**src/rtl/flpa_ram.sv**
```systemverilog
module flpa_ram #(
  parameter int WIDTH = 8,
  parameter int DEPTH = 16
) (
  input  logic                     clk,
  input  logic                     we,
  input  logic [$clog2(DEPTH)-1:0] waddr,
  input  logic [WIDTH-1:0]         wdata,
  input  logic                     re,
  input  logic [$clog2(DEPTH)-1:0] raddr,
  output logic [WIDTH-1:0]         rdata
);

  logic [WIDTH-1:0] mem [DEPTH];
  logic [WIDTH-1:0] rdata_r;

  always_ff @(posedge clk) begin
    if (we) begin
      mem[waddr] <= wdata;
    end
    if (re) begin
      rdata_r <= mem[raddr];
    end
  end

  assign rdata = rdata_r;

endmodule

```
**config.mk**
```make
export PLATFORM = sky130hd
export DESIGN_NAME = flpa_ram
export DESIGN_NICKNAME = d
export VERILOG_FILES = /design/src/rtl/flpa_ram.sv
export SDC_FILE = /design/constraint.sdc
export NUM_CORES = 1
export LEC_CHECK = 0
export BUFFER_PORTS_ARGS = -buffer_cell sky130_fd_sc_hd__buf_2
export CORE_MARGIN = 4
export CORE_UTILIZATION = 40
export DETAILED_ROUTE_END_ITERATION = 16
export PLACE_DENSITY = 0.61
export SLEW_MARGIN = 20
export SYNTH_ARGS = -nofsm -noshare
export SYNTH_HDL_FRONTEND = slang
export SYNTH_SLANG_ARGS = --single-unit
```
**constraint.sdc**
```tcl
create_clock -name clk -period 1.5 [get_ports clk]
set_input_delay 0.15 -clock clk [delete_from_list [all_inputs] [get_ports clk]]
set_output_delay 0.15 -clock clk [all_outputs]
set_load 0.02 [all_outputs]
```
==> impl_metrics.ini, run 1 <==
[outcome]
outcome = finished clean

[min_path]
min_path_type = input port to register

[worst_setup_path]
criticalPathCategory = register to register
critPathArrivalTime_ns = 1.61
max_stage_delay_ns = 0.47
end_kind = register
critPathRequiredTime_ns = 1.66
cp_max_fo = 1
cp_cell_sequence = mux4_2 > a22oi_1 > nand2_1
start_kind = register
slowest_stage = mux4_2

[synthesis]
yosysWarnings = 0
ys_seq_area_frac = 0.781
yosysUniqueCellTypes = 18
syn_area_um2 = 5230
yosys_register_bits = 136
syn-num-nets = 248
avgSynthCellArea_um2 = 22.8
synth_cells = 229

[clocking]
clk_pin_slew_ns = 0.06
clk_path_buf_depth = 2
cts_root_buf = clkbuf_16
clkLatencyLatePin_ns = 0.41
clkSinkCount = 136
cts_max_level = 4
cts_buffers = 17
cts_tree = built
postCtsSetupBuffers = 0

[sta]
fin_skew_ns = 0.00545
final_max_slew_viol_count = 0
post-route-min-period_ns = 1.45
hold_violations = 0
maxSlewHeadroom = 0.449
setup_viol = 0
rsz0062_at_grt = false
fmax_mhz = 689
layout_setup_ws_ns = 0.0487
worstMarginPinSlew_ns = 0.825
timing.final.crit_share = 0.968
setup_tns_ns = 0

[global_routing]
grt_max_degree = 17
grt_pass1_wl_um = 15200
grt_overflow_total = 0
antenna_found_initial = 0
track_usage = 0.145
grt_pass1_vias = 2514

[place]
post-dp-hpwl_um = 6570
dp_cells = 441
gp_congestion = 0.790
port_buffers = 26
pre_cts_slack_ns = -0.194
dpl_cell_area_um2 = 5730

[power]
finalPower_mw = 8.72
peakVddDrop_mv = 0.743
powerDensity_nw_per_um2 = 1380
p_leak_nw = 2.12

[floorplan]
num_rows = 41
fp.dieW_um = 122
dieArea_um2 = 15000
core-area_um2 = 12700
dieHeight_um = 122
pin_count = 27
initial_utilization = 0.411

[layout]
fin_nets = 307
mostFrequentLayoutCells = 136 x edfxtp_1, 26 x buf_2, 22 x mux4_2
n_antenna_cell = 0
layout.cells.non_filler = 473
nFillCells = 1078
fin_area_um2 = 6320
drive_gt1_frac = 0.369
multi_input_area_um2 = 1070
regArea_um2 = 4080
final_common_cell = edfxtp_1
syn2layout_area_growth_pct = 20.9

[drt]
drt_first_pass_iters = 4
wl_per_cell_um = 21.0
vias = 2438
wl_um = 9940
ant_nets = 0
drtIter0Drc = 209
vias_per_cell = 5.15
drc = 0

[flow_run]
drv_cap = 0
## layer usage
layer | share of wire | wire length (um) | global-route usage | up-vias
met1 | 0.46 | 4530 | 0.198 | 1256
met2 | 0.49 | 4830 | 0.224 | 68
met3 | 0.041 | 407 | 0.0341 | 16
met4 | 0.017 | 167 | 0.0630 | 0
li1 | - | - | - | 1098
met5 | 0 | 0 | 0 | -
## stage by stage
step	hold WS, ns	util
after floorplan	0.249	-
after global placement	0.535	0.451
after detailed placement	0.537	0.451
after CTS	0.105	0.496
after global routing	0.110	0.497
final	0.113	0.497
## cells in the mapped netlist
cell / number / area (um^2)
or3b_2: 1 / 8.76
a22oi_1: 16 / 120
nor3_1: 4 / 20.0
nand3b_1: 2 / 15.0
nor2_1: 13 / 48.8
edfxtp_1: 136 / 4080
and2b_1: 1 / 7.51
clkdlybuf4s25_2: 3 / 30.0
nor2b_1: 1 / 6.26
and2_1: 1 / 6.26
mux4_2: 18 / 405
nand2b_1: 2 / 12.5
buf_2: 3 / 15.0
buf_6: 3 / 33.8
mux4_1: 14 / 368
nand2_1: 9 / 33.8
nand3_1: 1 / 5.00
buf_4: 1 / 7.51
## repair_timing
action | in CTS | in global routing
endpoints found under the setup margin | 0 | 6
hold buffers | 0 | 0
gates resized for setup | 0 | 9
## state kept, by name, summed over array words and instances (netlist names)
signal,cells
mem,128
rdata,8
## path summary, 6_finish.rpt
path,cells after the start,start,slack (ns),endpoint
worst max-delay path,3,mem[0][6]$_DFFE_PP_,0.05,rdata[6]$_DFFE_PP_
worst min-delay path,1,re,0.11,rdata[5]$_DFFE_PP_
worst max register to register,3,mem[0][6]$_DFFE_PP_,0.05,rdata[6]$_DFFE_PP_
worst min register to register,3,mem[15][0]$_DFFE_PP_,0.75,rdata[0]$_DFFE_PP_
## cells by family (layout without fill, tap and decap cells)
kind of cell / count (synthesis) / count (layout) / synth area share
flops: 136 / 136 / 0.781
simple gates: 35 / 35 / 0.0314
mux: 32 / 32 / 0.148
compound gates: 16 / 16 / 0.0230
buf+inv: 10 / 82 / 0.0165
## power by group
| part | total [mW] | switching (mW) | internal, mW |
|---|---|---|---|
| registers | 4.31 | 0.0222 | 4.28 |
| clock network | 3.97 | 1.53 | 2.44 |
| logic | 0.442 | 0.251 | 0.191 |
| total | 8.72 | 1.80 | 6.91 |
## worst max-delay path, delay by kind of cell, from the launching register on
family,cells,cell delay (ns)
flip-flops,1,0.37
multiplexers,1,0.47
AO/OA/AOI/OAI,1,0.28
AND/OR/NAND/NOR,1,0.08
## final cells by class
cell class | count | share of cell area
Multi-Input combinational cell | 83 | 0.170
Sequential cell | 136 | 0.646
Clock buffer | 17 | 0.0673
Timing Repair Buffer | 50 | 0.0590
Tap cell | 172 | 0.0340
Clock inverter | 15 | 0.0241
Power figures use the tool's default switching activity.
==> run 2, diff against run 1 <==
- PLACE_DENSITY: 0.61 -> 0.59
- clock period: 1.5 -> 1.7 ns (I/O delays scaled with it)
==> run 2 against run 1 <==
  * Clock power fell by 10%
  * Via count barely moved
  * Clock-buffer cell count rose by 1
  * Fmax fell by 3.2%
  * Clock skew fell by 0.00073 ns
  * Hold slack improved by 0.0065 ns
  * Flip-flop and latch count did not move
  * Non-clock buffer count rose by 1
  * Critical path type unchanged
==> impl_metrics.ini, run 2 (same netlist as run 1, synthesis figures left out) <==
[layout]
nFillCells = 1062
largest_register_ffs = 128
regMostFlops = mem
mostFrequentLayoutCells = 136 x edfxtp_1, 26 x buf_2, 22 x buf_4
drive_gt1_frac = 0.326
final_common_cell = edfxtp_1
fin_nets = 308
n_antenna_cell = 0
syn2layout_area_growth_pct = 20.5

[floorplan]
dieArea_um2 = 15000
dieHeight_um = 122
pin_count = 27
num_rows = 41
initial_utilization = 0.411
fp.dieW_um = 122
core-area_um2 = 12700

[clocking]
clkSinkCount = 136
cts.hold.buffers_added = 0
cts_root_buf = clkbuf_16
cts_buffers = 17
cts_tree = built
cts_max_level = 4
clk_path_buf_depth = 2
postCtsSetupBuffers = 0
clk_pin_slew_ns = 0.06
clkLatencyLatePin_ns = 0.40
cts_resized = 0

[flow_run]
drv_cap = 0

[sta]
final_max_slew_viol_count = 0
maxSlewHeadroom = 0.747
fin_skew_ns = 0.00472
holdWs_ns = 0.120
post-route-min-period_ns = 1.50
timing.final.crit_share = 0.882
worstMarginPinSlew_ns = 0.380
rsz0062_at_grt = false
fmax_mhz = 667
setup_viol = 0
hold_violations = 0

[drt]
drt_first_pass_iters = 4
drtIter0Drc = 175
ant_nets = 0
drc = 0
vias = 2436
vias_per_cell = 5.15
wl_per_cell_um = 21.1
wl_um = 9960

[power]
peakVddDrop_mv = 0.638
powerDensity_nw_per_um2 = 1230
finalPower_mw = 7.74
p_leak_nw = 2.12

[global_routing]
antenna_found_initial = 0
grt_pass1_wl_um = 15400
grt_max_degree = 21
grt_overflow_total = 0
grt_pass1_vias = 2571
track_usage = 0.149

[min_path]
min_to = rdata[5]$_DFFE_PP_
hold_start = re
min_delay_path_depth = 1
min_path_type = input port to register

[place]
port_buffers = 26
post-dp-hpwl_um = 6570
gp_congestion = 0.708

[worst_setup_path]
critPathArrivalTime_ns = 1.64
reg2reg_setup_slack_ns = 0.20
critPathRequiredTime_ns = 1.84
cp_max_fo = 1
reg2reg_to = rdata[3]$_DFFE_PP_
start_kind = register
rr_startpoint = mem[9][3]$_DFFE_PP_
end_kind = register
criticalPathCategory = register to register
r2r_cells = 3

[outcome]
outcome = finished clean
run 2: cell type report:
type                       instances  area, um^2  area share
clock inverter                    13         156      0.0248
sequential                       136        4080       0.649
clock buffer                      18         429      0.0682
multi-input combinational         83        1060       0.168
tap                              172         215      0.0342
timing repair buffer              51         355      0.0564
run 2: how the worst max path moves through the flow:
stage / startpoint / endpoint / slack, ns
after CTS: mem[3][4]$_DFFE_PP_ / rdata[4]$_DFFE_PP_ / 0.20
after detailed placement: raddr[0] / rdata[5]$_DFFE_PP_ / -0.06
after global routing: mem[1][5]$_DFFE_PP_ / rdata[5]$_DFFE_PP_ / 0.09
after floorplan: waddr[2] / mem[0][0]$_DFFE_PP_ / 0.04
after global placement: raddr[0] / rdata[5]$_DFFE_PP_ / -0.05
final: mem[9][3]$_DFFE_PP_ / rdata[3]$_DFFE_PP_ / 0.20
run 2: per-layer routing:
layer | global-route usage | vias to the layer above | wire, um | share of wire
met2 | 0.237 | 62 | 5050 | 0.51
met3 | 0.0415 | 13 | 481 | 0.048
li1 | - | 1101 | - | -
met4 | 0.0609 | 0 | 163 | 0.016
met1 | 0.196 | 1260 | 4260 | 0.43
met5 | 0 | - | 0 | 0
run 2: per-stage QoR:
stage,instance area [um^2],std cells,setup WS (ns),util,setup TNS [ns]
2_1_floorplan,5230,229,0.0371,-,0
3_3_place_gp,5710,442,-0.0531,0.449,-0.104
3_5_place_dp,5710,442,-0.0560,0.449,-0.124
4_1_cts,6300,473,0.202,0.495,0
5_1_grt,6300,473,0.0886,0.495,0
6_report,6300,473,0.200,0.495,0
run 2: worst max-delay path: stages (launching register included):
cell and delay [ns]:
edfxtp_1 0.35, mux4_1 0.50, a22oi_1 0.29, nand2_1 0.10
run 2: power breakdown:
group	internal [mW]	switching, mW	leakage [nW]
combinational	0.160	0.215	0.617
sequential	3.78	0.0180	1.24
clock	2.28	1.29	0.265
total	6.22	1.52	2.12
==> run 3, diff against run 2 <==
--- a/config.mk
+++ b/config.mk
@@ -10,4 +10,6 @@
 export CORE_UTILIZATION = 40
+export CTS_CLUSTER_DIAMETER = 200
 export DETAILED_ROUTE_END_ITERATION = 16
 export PLACE_DENSITY = 0.59
+export REMOVE_ABC_BUFFERS = 1
 export SLEW_MARGIN = 20
==> constraint.sdc (replaced) <==
create_clock -name clk -period 1.7 [get_ports clk]
set_input_delay 0.085 -clock clk [delete_from_list [all_inputs] [get_ports clk]]
set_output_delay 0.085 -clock clk [all_outputs]
set_load 0.02 [all_outputs]
==> run 3 against run 2 <==
  * Flip-flop and latch count stayed put
  * Critical path type unchanged
  * Critical endpoint is now rdata[4]$_DFFE_PP_
  * Hold slack worse by 0.063 ns
  * Non-clock buffer count stayed put
  * Clock-buffer cell count is 2 higher
  * Die area stayed put
  * Highest routed layer unchanged
==> impl_metrics.ini, run 3 (same netlist as run 1, synthesis figures left out) <==
[sta]
holdWs_ns = 0.0569
worstMarginPinSlew_ns = 0.465
final_max_slew_viol_count = 0
timing.final.crit_share = 0.908
setup_viol = 0
post-route-min-period_ns = 1.54
rsz0062_at_grt = false
fin_skew_ns = 0.0114
hold_violations = 0
fmax_mhz = 648
maxSlewHeadroom = 0.690

[floorplan]
dieHeight_um = 122
core-area_um2 = 12700
initial_utilization = 0.411
num_rows = 41
pin_count = 27
dieArea_um2 = 15000
fp.dieW_um = 122

[layout]
nFillCells = 1069
regArea_um2 = 4080
final_common_cell = edfxtp_1
n_antenna_cell = 0
multi_input_area_um2 = 1060
fin_nets = 308
mostFrequentLayoutCells = 136 x edfxtp_1, 26 x buf_2, 23 x buf_4
regMostFlops = mem
syn2layout_area_growth_pct = 19.5
largest_register_ffs = 128
drive_gt1_frac = 0.318

[clocking]
cts_resized = 0
cts_max_level = 4
clkLatencyLatePin_ns = 0.41
cts_buffers = 17
clk_pin_slew_ns = 0.05
clkSinkCount = 136
clk_path_buf_depth = 2
postCtsSetupBuffers = 0
cts.hold.buffers_added = 0
cts_tree = built
cts_root_buf = clkbuf_16

[global_routing]
antenna_found_initial = 0
grt_util_met3 = 0.0433
grt.met2_usage = 0.217
grt_pass1_vias = 2567
grt.busiest_layer = met1
track_usage = 0.155
grt_pass1_wl_um = 16000
grt_overflow_total = 0
grt_util_met1 = 0.230
grt_max_degree = 33

[place]
post-dp-hpwl_um = 6670
gp_congestion = 0.736
port_buffers = 26

[min_path]
min_path_type = input port to register

[worst_setup_path]
critPathRequiredTime_ns = 1.84
cp_max_fo = 1
end_kind = register
criticalPathCategory = register to register
start_kind = register
critPathArrivalTime_ns = 1.68

[power]
finalPower_mw = 7.54
clockPowerShare = 0.446
comb_power_share = 0.049
p_leak_nw = 2.12
peakVddDrop_mv = 0.665
p_int_mw = 6.06
powerDensity_nw_per_um2 = 1210
power.switching_mw = 1.48
p_sw_frac = 0.197
power_frac_seq = 0.504

[drt]
drtIter0Drc = 152
wl_per_cell_um = 22.0
drt_first_pass_iters = 4
wl_um = 10400
ant_nets = 0
vias = 2463
vias_per_cell = 5.20
drc = 0

[flow_run]
drv_cap = 0

[outcome]
outcome = finished clean
run 3: final cells by class:
cell class / instances / area share
Clock buffer: 20 / 0.0699
Clock inverter: 12 / 0.0174
Multi-Input combinational cell: 83 / 0.169
Sequential cell: 136 / 0.654
Tap cell: 172 / 0.0345
Timing Repair Buffer: 51 / 0.0549
run 3: worst max-delay path: stages (launching register included):
cell and delay (ns):
edfxtp_1 0.35, mux4_1 0.52, a22oi_1 0.27, nand2_1 0.14
run 3: power groups by stage:
| stage | Combinational, mW | Clock (mW) | Sequential [mW] |
|---|---|---|---|
| floorplan | 0.151 | 0 | 3.88 |
| global placement | 0.374 | 0 | 3.87 |
| detailed placement | 0.379 | 0 | 3.87 |
| CTS | 0.379 | 3.45 | 3.80 |
| global route | 0.407 | 3.61 | 3.80 |
| finish | 0.372 | 3.37 | 3.80 |
run 3: through the flow:
| stage | cells | worst slack (ns) | utilization | instance area, um^2 | setup TNS [ns] |
|---|---|---|---|---|---|
| finish | 474 | 0.156 | 0.491 | 6240 | 0 |
| global route | 474 | 0.0934 | 0.491 | 6240 | 0 |
| CTS | 474 | 0.164 | 0.491 | 6240 | 0 |
| detailed placement | 442 | -0.0181 | 0.448 | 5700 | -0.0181 |
| global placement | 442 | -0.0227 | 0.448 | 5700 | -0.0227 |
| floorplan | 219 | 0.122 | - | 5140 | 0 |
run 3: path summary, 6_finish.rpt:
check | start | endpoint | slack, ns | cells past startpoint
max reg2reg | mem[9][4]$_DFFE_PP_ | rdata[4]$_DFFE_PP_ | 0.16 | 3
max | mem[9][4]$_DFFE_PP_ | rdata[4]$_DFFE_PP_ | 0.16 | 3
min reg2reg | mem[12][5]$_DFFE_PP_ | rdata[5]$_DFFE_PP_ | 0.76 | 3
min | wdata[4] | mem[6][4]$_DFFE_PP_ | 0.06 | 1
run 3: routing by layer:
metal / vias to the layer above / wire length (um) / part of all wire
met5: - / 0 / 0
met4: 0 / 123 / 0.012
met3: 7 / 693 / 0.066
met2: 82 / 4730 / 0.45
met1: 1269 / 4890 / 0.47
li1: 1105 / - / -
